<file path="src/hcm_pkg.sv">
// ============================================================================
// hcm_pkg: shared types and constants for the hotkey combination matcher
// Item and result beats, table entry layout, controller command/status.
// ============================================================================
package hcm_pkg;

    // Table sizing
    localparam int MAX_COMBOS         = 16;
    localparam int MAX_KEYS_PER_COMBO = 4;
    localparam int KEY_CODES          = 256;
    localparam int MAX_RESULTS        = 16;

    // Fixed field widths of the beats
    localparam int KEY_FIELDS = 4;
    localparam int KEY_W      = 8;
    localparam int SIZE_W     = 3;
    localparam int GROUP_W    = 8;
    localparam int SLOT_W     = 4;
    localparam int RCOUNT_W   = 5;

    // Derived widths
    localparam int KEYS_USED_MAX = (MAX_KEYS_PER_COMBO < KEY_FIELDS) ?
                                   MAX_KEYS_PER_COMBO : KEY_FIELDS;
    localparam int IDX_W      = (MAX_COMBOS > 1) ? $clog2(MAX_COMBOS) : 1;
    localparam int CNT_W      = $clog2(MAX_COMBOS + 1);
    localparam int KEY_ADDR_W = $clog2(KEY_CODES);
    localparam int JIDX_W     = $clog2(KEY_FIELDS);
    localparam int JCNT_W     = $clog2(KEY_FIELDS + 1);
    localparam int MCNT_W     = $clog2(MAX_RESULTS + 1);

    typedef enum logic [1:0] {
        KIND_KEY_DOWN = 2'd0,
        KIND_KEY_UP   = 2'd1,
        KIND_ADD      = 2'd2,
        KIND_REMOVE   = 2'd3
    } item_kind_t;

    typedef enum logic [1:0] {
        RK_MATCH  = 2'd0,
        RK_ADD    = 2'd1,
        RK_REMOVE = 2'd2
    } result_kind_t;

    typedef enum logic [1:0] {
        ST_OK      = 2'd0,
        ST_FULL    = 2'd1,
        ST_INVALID = 2'd2
    } add_status_t;

    typedef enum logic [1:0] {
        EMIT_MATCH      = 2'd0,
        EMIT_MATCH_LAST = 2'd1,
        EMIT_ADD        = 2'd2,
        EMIT_REMOVE     = 2'd3
    } emit_sel_t;

    // Input beat
    typedef struct packed {
        logic [1:0]        kind;
        logic [KEY_W-1:0]  key_code;
        logic [KEY_W-1:0]  combo_key_a;
        logic [KEY_W-1:0]  combo_key_b;
        logic [KEY_W-1:0]  combo_key_c;
        logic [KEY_W-1:0]  combo_key_d;
        logic [SIZE_W-1:0] combo_size;
        logic [GROUP_W-1:0] group_tag;
    } hcm_item_t;

    // Result beat
    typedef struct packed {
        logic [1:0]          result_kind;
        logic [SLOT_W-1:0]   combo_slot;
        logic [GROUP_W-1:0]  combo_group;
        logic [1:0]          add_status;
        logic [RCOUNT_W-1:0] removed_count;
        logic                last;
    } hcm_result_t;

    // One stored combination
    typedef struct packed {
        logic [GROUP_W-1:0]                 group;
        logic [SIZE_W-1:0]                  size;
        logic [KEY_FIELDS-1:0][KEY_W-1:0]   keys;
    } hcm_entry_t;

    // Controller to datapath
    typedef struct packed {
        logic      load;
        logic      key_wr;
        logic      scan_clr;
        logic      combo_rd;
        logic      key_rd;
        logic      scan_step;
        logic      match;
        logic      rm_keep;
        logic      rm_drop;
        logic      add_exec;
        logic      count_commit;
        logic      emit;
        emit_sel_t emit_sel;
    } hcm_cmd_t;

    // Datapath to controller
    typedef struct packed {
        item_kind_t kind;
        logic       scan_done;
        logic       key_is_down;
        logic       keys_done;
        logic       group_hit;
        logic       pend_valid;
        logic       match_cap;
    } hcm_sts_t;

endpackage

</file>
<file path="src/hcm_ram.sv">
// ============================================================================
// hcm_ram: generic single-write, single-read RAM
// One write port and one read port with registered read data.
// ============================================================================
module hcm_ram #(
    parameter int WIDTH = 8,
    parameter int DEPTH = 16,
    localparam int ADDR_W = (DEPTH > 1) ? $clog2(DEPTH) : 1
) (
    input  logic              clk,
    input  logic              we,
    input  logic [ADDR_W-1:0] waddr,
    input  logic [WIDTH-1:0]  wdata,
    input  logic              re,
    input  logic [ADDR_W-1:0] raddr,
    output logic [WIDTH-1:0]  rdata
);

    logic [WIDTH-1:0] mem_reg [DEPTH];
    logic [WIDTH-1:0] rdata_reg;

    // Write and registered read
    always_ff @(posedge clk)
    begin
        if (we)
        begin
            mem_reg[waddr] <= wdata;
        end
        if (re)
        begin
            rdata_reg <= mem_reg[raddr];
        end
    end

    assign rdata = rdata_reg;

endmodule

</file>
<file path="src/hcm_ctrl.sv">
// ============================================================================
// hcm_ctrl: sequencer for the hotkey combination matcher
// Dispatches each beat and steps the table walk for key-down and remove.
// ============================================================================
module hcm_ctrl import hcm_pkg::*; (
    input  logic     clk,
    input  logic     rst_n,
    input  logic     start,
    output logic     busy,
    input  hcm_sts_t sts,
    output hcm_cmd_t cmd
);

    typedef enum logic [3:0] {
        S_IDLE,
        S_DISPATCH,
        S_SCAN_RD,
        S_SCAN_WAIT,
        S_KEY_CHK,
        S_SCAN_END,
        S_RM_RD,
        S_RM_CHK,
        S_RM_END
    } state_t;

    state_t state_reg;
    state_t state_next;

    // Next state and commands
    always_comb
    begin
        state_next   = state_reg;
        cmd          = '0;
        cmd.emit_sel = EMIT_MATCH;
        unique case (state_reg)
            S_IDLE:
            begin
                if (start)
                begin
                    cmd.load   = 1'b1;
                    state_next = S_DISPATCH;
                end
            end
            S_DISPATCH:
            begin
                unique case (sts.kind)
                    KIND_KEY_DOWN:
                    begin
                        cmd.key_wr   = 1'b1;
                        cmd.scan_clr = 1'b1;
                        state_next   = S_SCAN_RD;
                    end
                    KIND_KEY_UP:
                    begin
                        cmd.key_wr = 1'b1;
                        state_next = S_IDLE;
                    end
                    KIND_ADD:
                    begin
                        cmd.add_exec = 1'b1;
                        cmd.emit     = 1'b1;
                        cmd.emit_sel = EMIT_ADD;
                        state_next   = S_IDLE;
                    end
                    KIND_REMOVE:
                    begin
                        cmd.scan_clr = 1'b1;
                        state_next   = S_RM_RD;
                    end
                    default:
                    begin
                        state_next = S_IDLE;
                    end
                endcase
            end
            S_SCAN_RD:
            begin
                if (sts.scan_done)
                begin
                    state_next = S_SCAN_END;
                end
                else
                begin
                    cmd.combo_rd = 1'b1;
                    state_next   = S_SCAN_WAIT;
                end
            end
            S_SCAN_WAIT:
            begin
                // every stored entry has at least one key
                cmd.key_rd = 1'b1;
                state_next = S_KEY_CHK;
            end
            S_KEY_CHK:
            begin
                priority if (!sts.key_is_down)
                begin
                    cmd.scan_step = 1'b1;
                    state_next    = S_SCAN_RD;
                end
                else if (sts.keys_done)
                begin
                    // flush the previous match, hold this one as pending
                    cmd.match     = 1'b1;
                    cmd.emit      = sts.pend_valid;
                    cmd.emit_sel  = EMIT_MATCH;
                    cmd.scan_step = 1'b1;
                    state_next    = sts.match_cap ? S_SCAN_END : S_SCAN_RD;
                end
                else
                begin
                    cmd.key_rd = 1'b1;
                end
            end
            S_SCAN_END:
            begin
                cmd.emit     = sts.pend_valid;
                cmd.emit_sel = EMIT_MATCH_LAST;
                state_next   = S_IDLE;
            end
            S_RM_RD:
            begin
                if (sts.scan_done)
                begin
                    state_next = S_RM_END;
                end
                else
                begin
                    cmd.combo_rd = 1'b1;
                    state_next   = S_RM_CHK;
                end
            end
            S_RM_CHK:
            begin
                cmd.rm_drop   = sts.group_hit;
                cmd.rm_keep   = !sts.group_hit;
                cmd.scan_step = 1'b1;
                state_next    = S_RM_RD;
            end
            S_RM_END:
            begin
                cmd.count_commit = 1'b1;
                cmd.emit         = 1'b1;
                cmd.emit_sel     = EMIT_REMOVE;
                state_next       = S_IDLE;
            end
            default:
            begin
                state_next = S_IDLE;
            end
        endcase
    end

    // Hold state
    always_ff @(posedge clk or negedge rst_n)
    begin
        if (!rst_n)
        begin
            state_reg <= S_IDLE;
        end
        else
        begin
            state_reg <= state_next;
        end
    end

    assign busy = (state_reg != S_IDLE);

    // Idle issues no table access and no result beat
    a_idle_quiet: assert property (@(posedge clk) disable iff (!rst_n)
        state_reg == S_IDLE |-> !(cmd.combo_rd || cmd.key_rd || cmd.emit))
        else $error("controller accessed tables or emitted while idle");

endmodule

</file>
<file path="src/hcm_datapath.sv">
// ============================================================================
// hcm_datapath: key map, combination table and walk counters
// Holds the stored state, evaluates adds and builds result beats.
// ============================================================================
module hcm_datapath import hcm_pkg::*; (
    input  logic        clk,
    input  logic        rst_n,
    input  hcm_item_t   item,
    input  hcm_cmd_t    cmd,
    output hcm_sts_t    sts,
    output logic        result_valid,
    output hcm_result_t result
);

    // Control registers
    logic [CNT_W-1:0]       count_reg,   count_next;
    logic [CNT_W-1:0]       i_reg,       i_next;
    logic [CNT_W-1:0]       w_reg,       w_next;
    logic [CNT_W-1:0]       removed_reg, removed_next;
    logic [JCNT_W-1:0]      j_reg,       j_next;
    logic [MCNT_W-1:0]      nmatch_reg,  nmatch_next;
    logic                   pend_valid_reg, pend_valid_next;
    logic                   rsp_valid_reg,  rsp_valid_next;
    logic [KEY_CODES-1:0]   key_seen_reg,   key_seen_next;

    // Payload registers
    hcm_item_t              item_reg,       item_next;
    logic [IDX_W-1:0]       pend_slot_reg,  pend_slot_next;
    logic [GROUP_W-1:0]     pend_group_reg, pend_group_next;
    logic                   key_vld_reg,    key_vld_next;
    hcm_result_t            rsp_reg,        rsp_next;

    // Memory ports
    logic [0:0]             key_rdata;
    logic [KEY_ADDR_W-1:0]  key_sel;
    logic [$bits(hcm_entry_t)-1:0] combo_rdata;
    hcm_entry_t             entry;
    hcm_entry_t             add_entry;
    logic                   combo_we;
    logic [IDX_W-1:0]       combo_waddr;
    hcm_entry_t             combo_wdata;

    // Add evaluation
    logic [KEY_FIELDS-1:0][KEY_W-1:0] add_keys;
    logic                   add_bad;
    logic                   add_full;
    logic                   add_ok;

    assign entry   = hcm_entry_t'(combo_rdata);
    assign key_sel = entry.keys[j_reg[JIDX_W-1:0]];

    // Validate and pack a new combination
    always_comb
    begin
        add_keys = {item_reg.combo_key_d, item_reg.combo_key_c,
                    item_reg.combo_key_b, item_reg.combo_key_a};
        add_bad  = (item_reg.combo_size == '0) ||
                   (item_reg.combo_size > SIZE_W'(KEYS_USED_MAX));
        for (int k = 0; k < KEY_FIELDS; k++)
        begin
            if (SIZE_W'(k) < item_reg.combo_size)
            begin
                if (add_keys[k] == '0)
                begin
                    add_bad = 1'b1;
                end
            end
            else
            begin
                add_keys[k] = '0;
            end
        end
        add_entry.group = item_reg.group_tag;
        add_entry.size  = item_reg.combo_size;
        add_entry.keys  = add_keys;
    end

    assign add_full = (count_reg >= CNT_W'(MAX_COMBOS));
    assign add_ok   = !add_bad && !add_full;

    // Key-down map storage
    hcm_ram #(
        .WIDTH(1),
        .DEPTH(KEY_CODES)
    ) u_key_ram (
        .clk   (clk),
        .we    (cmd.key_wr),
        .waddr (item_reg.key_code),
        .wdata (item_reg.kind == KIND_KEY_DOWN),
        .re    (cmd.key_rd),
        .raddr (key_sel),
        .rdata (key_rdata)
    );

    // Combination table storage
    assign combo_we    = (cmd.add_exec && add_ok) || cmd.rm_keep;
    assign combo_waddr = cmd.rm_keep ? w_reg[IDX_W-1:0] : count_reg[IDX_W-1:0];
    assign combo_wdata = cmd.rm_keep ? entry : add_entry;

    hcm_ram #(
        .WIDTH($bits(hcm_entry_t)),
        .DEPTH(MAX_COMBOS)
    ) u_combo_ram (
        .clk   (clk),
        .we    (combo_we),
        .waddr (combo_waddr),
        .wdata (combo_wdata),
        .re    (cmd.combo_rd),
        .raddr (i_reg[IDX_W-1:0]),
        .rdata (combo_rdata)
    );

    // Next-state logic
    always_comb
    begin
        item_next       = item_reg;
        count_next      = count_reg;
        i_next          = i_reg;
        w_next          = w_reg;
        removed_next    = removed_reg;
        j_next          = j_reg;
        nmatch_next     = nmatch_reg;
        pend_valid_next = pend_valid_reg;
        pend_slot_next  = pend_slot_reg;
        pend_group_next = pend_group_reg;
        key_seen_next   = key_seen_reg;
        key_vld_next    = key_vld_reg;
        rsp_next        = rsp_reg;
        rsp_valid_next  = cmd.emit;

        // capture the accepted beat
        if (cmd.load)
        begin
            item_next = item;
        end

        // mark the key as written so its stored level counts
        if (cmd.key_wr)
        begin
            key_seen_next[item_reg.key_code] = 1'b1;
        end

        // restart the walk
        if (cmd.scan_clr)
        begin
            i_next          = '0;
            w_next          = '0;
            removed_next    = '0;
            nmatch_next     = '0;
            pend_valid_next = 1'b0;
        end

        if (cmd.combo_rd)
        begin
            j_next = '0;
        end

        // advance through the keys of the entry
        if (cmd.key_rd)
        begin
            j_next       = j_reg + JCNT_W'(1);
            key_vld_next = key_seen_reg[key_sel];
        end

        if (cmd.scan_step)
        begin
            i_next = i_reg + CNT_W'(1);
        end

        if (cmd.rm_keep)
        begin
            w_next = w_reg + CNT_W'(1);
        end

        if (cmd.rm_drop)
        begin
            removed_next = removed_reg + CNT_W'(1);
        end

        // hold the newest match until the next one or the end of the walk
        if (cmd.match)
        begin
            nmatch_next     = nmatch_reg + MCNT_W'(1);
            pend_valid_next = 1'b1;
            pend_slot_next  = i_reg[IDX_W-1:0];
            pend_group_next = entry.group;
        end

        if (cmd.add_exec && add_ok)
        begin
            count_next = count_reg + CNT_W'(1);
        end

        if (cmd.count_commit)
        begin
            count_next = w_reg;
        end

        // build the result beat
        if (cmd.emit)
        begin
            rsp_next = '0;
            unique case (cmd.emit_sel)
                EMIT_MATCH, EMIT_MATCH_LAST:
                begin
                    rsp_next.result_kind = RK_MATCH;
                    rsp_next.combo_slot  = SLOT_W'(pend_slot_reg);
                    rsp_next.combo_group = pend_group_reg;
                    rsp_next.last        = (cmd.emit_sel == EMIT_MATCH_LAST);
                end
                EMIT_ADD:
                begin
                    rsp_next.result_kind = RK_ADD;
                    rsp_next.last        = 1'b1;
                    priority if (add_bad)
                    begin
                        rsp_next.add_status = ST_INVALID;
                    end
                    else if (add_full)
                    begin
                        rsp_next.add_status = ST_FULL;
                    end
                    else
                    begin
                        rsp_next.add_status = ST_OK;
                        rsp_next.combo_slot = SLOT_W'(count_reg);
                    end
                end
                EMIT_REMOVE:
                begin
                    rsp_next.result_kind   = RK_REMOVE;
                    rsp_next.removed_count = RCOUNT_W'(removed_reg);
                    rsp_next.last          = 1'b1;
                end
                default:
                begin
                    rsp_next = rsp_reg;
                end
            endcase
        end
    end

    // Control registers
    always_ff @(posedge clk or negedge rst_n)
    begin
        if (!rst_n)
        begin
            count_reg      <= '0;
            i_reg          <= '0;
            w_reg          <= '0;
            removed_reg    <= '0;
            j_reg          <= '0;
            nmatch_reg     <= '0;
            pend_valid_reg <= 1'b0;
            rsp_valid_reg  <= 1'b0;
            key_seen_reg   <= '0;
        end
        else
        begin
            count_reg      <= count_next;
            i_reg          <= i_next;
            w_reg          <= w_next;
            removed_reg    <= removed_next;
            j_reg          <= j_next;
            nmatch_reg     <= nmatch_next;
            pend_valid_reg <= pend_valid_next;
            rsp_valid_reg  <= rsp_valid_next;
            key_seen_reg   <= key_seen_next;
        end
    end

    // Payload registers
    always_ff @(posedge clk)
    begin
        item_reg       <= item_next;
        pend_slot_reg  <= pend_slot_next;
        pend_group_reg <= pend_group_next;
        key_vld_reg    <= key_vld_next;
        rsp_reg        <= rsp_next;
    end

    // Status to the controller
    assign sts.kind        = item_kind_t'(item_reg.kind);
    assign sts.scan_done   = (i_reg == count_reg);
    assign sts.key_is_down = key_rdata[0] && key_vld_reg;
    assign sts.keys_done   = (SIZE_W'(j_reg) == entry.size);
    assign sts.group_hit   = (entry.group == item_reg.group_tag);
    assign sts.pend_valid  = pend_valid_reg;
    assign sts.match_cap   = (nmatch_reg == MCNT_W'(MAX_RESULTS - 1));

    assign result_valid = rsp_valid_reg;
    assign result       = rsp_reg;

    // Table never holds more than its capacity
    a_count_cap: assert property (@(posedge clk) disable iff (!rst_n)
        count_reg <= CNT_W'(MAX_COMBOS))
        else $error("combination count above table capacity");

    // Compaction write pointer never passes the read pointer
    a_w_behind_i: assert property (@(posedge clk) disable iff (!rst_n)
        w_reg <= i_reg)
        else $error("compaction write pointer ahead of read pointer");

endmodule

</file>
<file path="src/hotkey_combo_matcher.sv">
// ============================================================================
// hotkey_combo_matcher: key-down map with an ordered combination table
// Key down walks the table with one key-map RAM read per key checked;
// results cannot be stalled. Reset clears all keys to up and empties the
// table.
// ============================================================================
module hotkey_combo_matcher import hcm_pkg::*; (
    input  logic        clk,
    input  logic        rst_n,
    input  logic        start,
    output logic        busy,
    input  hcm_item_t   item,
    output logic        result_valid,
    output hcm_result_t result
);

    hcm_cmd_t cmd;
    hcm_sts_t sts;

    // Sequencer
    hcm_ctrl u_ctrl (
        .clk   (clk),
        .rst_n (rst_n),
        .start (start),
        .busy  (busy),
        .sts   (sts),
        .cmd   (cmd)
    );

    // Storage and result formation
    hcm_datapath u_datapath (
        .clk          (clk),
        .rst_n        (rst_n),
        .item         (item),
        .cmd          (cmd),
        .sts          (sts),
        .result_valid (result_valid),
        .result       (result)
    );

    // A non-final beat always has more of the same walk behind it
    a_more_follows: assert property (@(posedge clk) disable iff (!rst_n)
        result_valid && !result.last |-> busy)
        else $error("non-final result beat with block idle");

    // The final beat of an item is never followed directly by another
    a_gap_after_last: assert property (@(posedge clk) disable iff (!rst_n)
        result_valid && result.last |=> !result_valid)
        else $error("result beat directly after a final beat");

    // Add and remove answer with a single final beat
    a_single_status: assert property (@(posedge clk) disable iff (!rst_n)
        result_valid && (result.result_kind == RK_ADD ||
                         result.result_kind == RK_REMOVE) |-> result.last)
        else $error("status beat not marked final");

endmodule
</file>
<file path="config.mk">
export PLATFORM = sky130hd
export DESIGN_NAME = hotkey_combo_matcher
export DESIGN_NICKNAME = d
export VERILOG_FILES = /design/src/hcm_pkg.sv /design/src/hcm_ram.sv /design/src/hcm_ctrl.sv /design/src/hcm_datapath.sv /design/src/hotkey_combo_matcher.sv
export SDC_FILE = /design/constraint.sdc
export NUM_CORES = 2
export LEC_CHECK = 0
export BUFFER_PORTS_ARGS = -buffer_cell sky130_fd_sc_hd__buf_2
export CAP_MARGIN = 10
export CORE_MARGIN = 2
export CORE_UTILIZATION = 60
export DETAILED_ROUTE_END_ITERATION = 7
export PLACE_DENSITY = 0.76
export SYNTH_ARGS = -nofsm -noshare
export SYNTH_HDL_FRONTEND = slang
export SYNTH_SLANG_ARGS = --single-unit
</file>
<file path="constraint.sdc">
create_clock -name clk -period 18.58 [get_ports clk]
set_input_delay 0.929 -clock clk [delete_from_list [all_inputs] [get_ports clk]]
set_output_delay 0.929 -clock clk [all_outputs]
set_load 0.02 [all_outputs]
</file>
# Word level (Yosys, flattened, before mapping)
# Memories as Yosys holds them, arrays and structs flattened. A register that Yosys moved wholly into a read port is not among the register bits.
# Cells that the tools add are included.
# op_classes
n_bitwise	2
reduce_logical	32
add_sub_neg	6
n_mux	73
magnitude_cmp	10
n_eq_ne	20
# ops
operator	count
$or A256 B256 Y256	1
$mux W43	1
$mux W8	5
$mux W5	7
$logic_not A8 Y1	4
$mux W1	31
$mux W4	7
$pmux W4 S7	1
$add A5 B1 Y5 const B	5
$mux W3	7
$lt A8 B9 Y1 const B	2
$bmux W8 S2	1
$eq A4 B3 Y1 const B	4
$reduce_or A2 Y1	7
$pmux W3 S4	1
$pmux W4 S3	1
$reduce_bool A2 Y1	6
$bmux W1 S8	1
$demux W1 S8	1
$eq A2 B2 Y1 const B	4
$eq A4 B2 Y1 const B	2
$eq A8 B8 Y1	1
$ge A8 B1 Y1 const B	1
$mux W2	4
26 further kinds	38
# word_totals
word_cells	173
memories	2
ramBits	944
ff_bits	378
inputBits	56
out_inout_bits	24
# mem_list
name	words	width	rd	rd_ports_with_merged_regs	wr	line_no	source
u_datapath.u_combo_ram.mem_reg	16	43	1	1	1	hcm_ram.sv:19	logic [WIDTH-1:0] mem_reg [DEPTH];
u_datapath.u_key_ram.mem_reg	256	1	1	1	1	hcm_ram.sv:19	

# Logic depth before layout (Yosys ltp)
# depth
word_depth	16
depth_mapped	12

# Cells and area by module
# From an unflattened synthesis, not the netlist that was laid out.
# unflattened
hier_cells	3310
area_unflattened_um2	55404.4
# modules_own_cells
mod	area_per_inst_um2	cells_each	instances
hcm_ram at u_datapath.u_combo_ram	27069.7	1116	1
hcm_datapath	16647.2	1335	1
hcm_ram at u_datapath.u_key_ram	11138.2	788	1
hcm_ctrl	549.3	71	1

# Worst setup path after synthesis
# No wires, ideal clock.
# synth_timing
path_kind	register -> register
start	register u_datapath.item_reg (netlist bit u_datapath.sts[6])
end	memory u_datapath.u_key_ram.mem_reg[208] (enable)
n_path_buf	1
arrival_time_ps	5637
setup_time_ps	304
period_less_slack_ps	5941
required_time_ps	18276
stages_incl_launch_ff	8
path_slack_ps	12639
path_cell_list	edfxtp_1 > inv_1 > ha_1 > o21ai_0 > nor3b_1 > nand3_1 > clkbuf_1 > nor2_1
# synth_between
elab_chain_len	6
word_cells_on_any_way	7
classes_between	eq/ne: 1; mux: 4; reduce/logical: 2
# synth_rtl
item	line_no	source
start: declaration	hcm_datapath.sv:27	hcm_item_t item_reg, item_next;
start signal: assignment	hcm_datapath.sv:275	item_reg <= item_next;
$logic_not A2 Y1	-	
net u_datapath.u_key_ram.wdata	hcm_ram.sv:13	input logic [WIDTH-1:0] wdata,
$reduce_or A2 Y1 (no source line)	-	
$mux W1	hcm_ctrl.sv:46	unique case (sts.kind)
$mux W2	hcm_ctrl.sv:35	unique case (state_reg)
$mux W1	hcm_ram.sv:25	if (we)
$mux W1 (not written as such)	hcm_ram.sv:27	mem_reg[waddr] <= wdata;
end: declaration	hcm_ram.sv:19	
# The timed path passes the listed nets, and every way through them passes these cells.

# Worst setup path in the final report
# layout_timing
start	register u_datapath.j_reg[0]
end	register u_datapath.key_vld_reg, data pin
# layout_between
elab_chain_len	4
# layout_rtl
item	line_no	source
start: declaration	hcm_datapath.sv:20	logic [JCNT_W-1:0] j_reg, j_next;
start signal: assignment	hcm_datapath.sv:264	j_reg <= j_next;
$bmux W8 S2	hcm_datapath.sv:50	assign key_sel = entry.keys[j_reg[JIDX_W-1:0]];
$mux W8 (not written as such)	hcm_datapath.sv:50	
$bmux W1 S8	hcm_datapath.sv:162	key_vld_next = key_seen_reg[key_sel];
$mux W1 (not written as such)	hcm_datapath.sv:162	
end signal: assignment	hcm_datapath.sv:278	key_vld_reg <= key_vld_next;
end: declaration	hcm_datapath.sv:30	logic key_vld_reg, key_vld_next;
# No other way between the ends. The select of a mux whose other input is x is not followed.
# A chain may end at the register's enable or synchronous reset.

==> metrics.csv <==
metric;value;unit
die-height;308;um
cts_tree;built;
fin_nets;3750;
place_ws;13390;ps
clk_pin_slew_worst_paths;60;ps
power_density;138;nW/um2
synth_area_leaders;edfxtp_1, dfrtp_1, mux2i_1;
largest_reg_flops;688;
io_pins;80;
numCtsBuffers;137;
vias;31926;
dr.first_iter.drc_count;3372;
drc;0;
yosysTopAreaCell;edfxtp_1;
overflow;0;
syn2layout_area_growth;11.4;%
rows;111;
synth_top_area_share;58.3;%
slew_viol_final;0;
tightest_slew;1300;ps
grt_pass1_vias;32181;
async_flop_share;21.2;%
yosys.cell_count.top_type;edfxtp_1;
clk_latency;750;ps
ctsResizeCount;0;
stdcell_area;61700;um2
ir_drop;0.187;mV
hp-class;primary input to asynchronous set/reset pin;
relSlewSlack;13.2;%
finalHoldViolations;0;
seq_area_frac_synth;71.4;%
final.setup.worst_slack;13200;ps
grt_max_degree;166;
yosys-top-cells-count;edfxtp_1, mux2i_1, nor2_1, dfrtp_1, or2_2;
routedWlPerCell;26.7;um
max_clock_freq;0.186;GHz
synthFlopType;edfxtp_1;
core_area;91500;um2
clk_path_buf_depth;3;
place_area;57200;um2
p_leak;22.9;nW
io_buffer_count;79;
required;19060;ps
cts_root_buf;clkbuf_16;
synth_seq_cells;1366;
start_util;60.5;%
r2r_end;u_datapath.key_vld_reg;
ff2ff_setup_slack;13200;ps
cts.sink_count;1366;
critical_path_class;register to register;
reg2reg_depth;9;
drive_gt1_share;21.6;%
cap_violations;0;
via_per_inst;6.41;
rr_startpoint;u_datapath.j_reg[0];
layout_min_cycle_time;5380;ps
tns;0;ps
syn_nets;3638;
synth_edf_count;1076;
critPathLaunch;u_datapath.j_reg[0];
gp_congestion;0.865;
finalSetupViolations;0;
cp-end-kind;register;
wl;133;mm
finalNonFillerCells;4981;
grt_usage;28.5;%
ys_warn_count;0;
cp_data_arrival_time;5860;ps
skew;28.1;ps
rsz0062_at_grt;no;
ys_types;63;
cts_max_level;4;
status;finished, final reports clean;
dp_cells;4729;
antenna_found_initial;1;
final_antenna_net_count;0;
whs;228;ps
min_period_over_period;28.9;%
syn_inst;3570;
dr.pass1.iters;7;
dpl.hpwl;73.1;mm
syn_area_per_cell;15.5;um2
ctsHoldBuffers;0;
die_w;308;um
cts_setup_buffers;0;
startpoint_type;register;
grt_first_pass_wirelength;200;mm
netlist_area;55400;um2
dieArea;94800;um2
worstPathMaxFanout;165;
[per-layer routing]
| metal | GRT usage [%] | up-vias | share of wire [%] |
|---|---|---|---|
| li1 | - | 13757 | - |
| met1 | 38.5 | 16337 | 40 |
| met2 | 46.5 | 1522 | 49 |
| met3 | 4.77 | 308 | 7.6 |
| met4 | 11.7 | 2 | 3.7 |
| met5 | 0 | - | 0.0098 |
[cells in the final DEF, fill, tap and decap left out, types with 13 or more instances in the layout]
cell type and count:
edfxtp_1 1076, o22ai_1 17, nor2_4 17, a221oi_1 48, clkinv_2 16, a211oi_1 19
mux2_2 64, clkbuf_1 45, dfrtp_1 286, clkbuf_16 140, nor2b_1 30, buf_4 89
inv_1 14, a22oi_1 58, o221ai_1 24, clkinv_1 18, a21oi_1 69, nand2_1 227
or2_2 261, mux2i_1 373, and2_1 17, mux4_2 104, buf_2 78, o21ai_0 150
nor3_1 27, nor4_1 17, nand3_1 26, xnor2_1 15, nor2_1 289, a31oi_1 13
[power by group]
group | leakage [nW] | internal, mW | switching, mW
Combinational | 6.90 | 0.762 | 1.23
Sequential | 13.8 | 3.61 | 0.168
Clock | 2.17 | 1.59 | 1.15
Total | 22.9 | 5.96 | 2.55
[worst max-delay path: stages (launching register included)]
cell and delay, ps:
dfrtp_1 830, mux4_4 840, buf_12 760, buf_4 820, nor2b_1 100, a211oi_1 260, a311oi_1 90, o41a_1 480
nor4_1 460, nor4_1 80
[logic make-up after synthesis]
group	count (synthesis)	synth area share (%)
xor gates and xnor gates	24	0.379
and+or+nand+nor	954	8.27
muxes	544	12.4
DFF	1366	71.4
adders and majority gates	12	0.271
buffers and inverters	211	1.80
AOI/OAI and AO/OA	459	5.47
[final cells by class]
cell class,count,area [um2]
Timing Repair Buffer,170,1110
Inverter,14,52.6
Multi-Input combinational cell,1993,15000
Clock buffer,191,3750
Clock inverter,60,712
Antenna cell,1,2.50
Fill cell,5997,29800
Sequential cell,1366,39600
Tap cell,1186,1480
[metrics by stage]
step / utilization, % / power [mW]
floorplan: - / 5.21
global placement: 62.5 / 5.75
detailed placement: 62.5 / 5.78
CTS: 67.4 / 8.51
global route: 67.4 / 8.78
finish: 67.4 / 8.51
[worst max path at each step]
| stage | end | slack, ps | cells past startpoint |
|---|---|---|---|
| detailed placement | u_datapath.key_vld_reg | 13390 | 8 |
| global route | u_datapath.key_vld_reg | 13010 | 8 |
| floorplan | u_datapath.u_key_ram.mem_reg[208] | 12640 | 7 |
| finish | u_datapath.key_vld_reg | 13200 | 9 |
| CTS | u_datapath.key_vld_reg | 13370 | 8 |
| global placement | u_datapath.key_vld_reg | 13420 | 9 |
(Power assumes the default switching activity.)
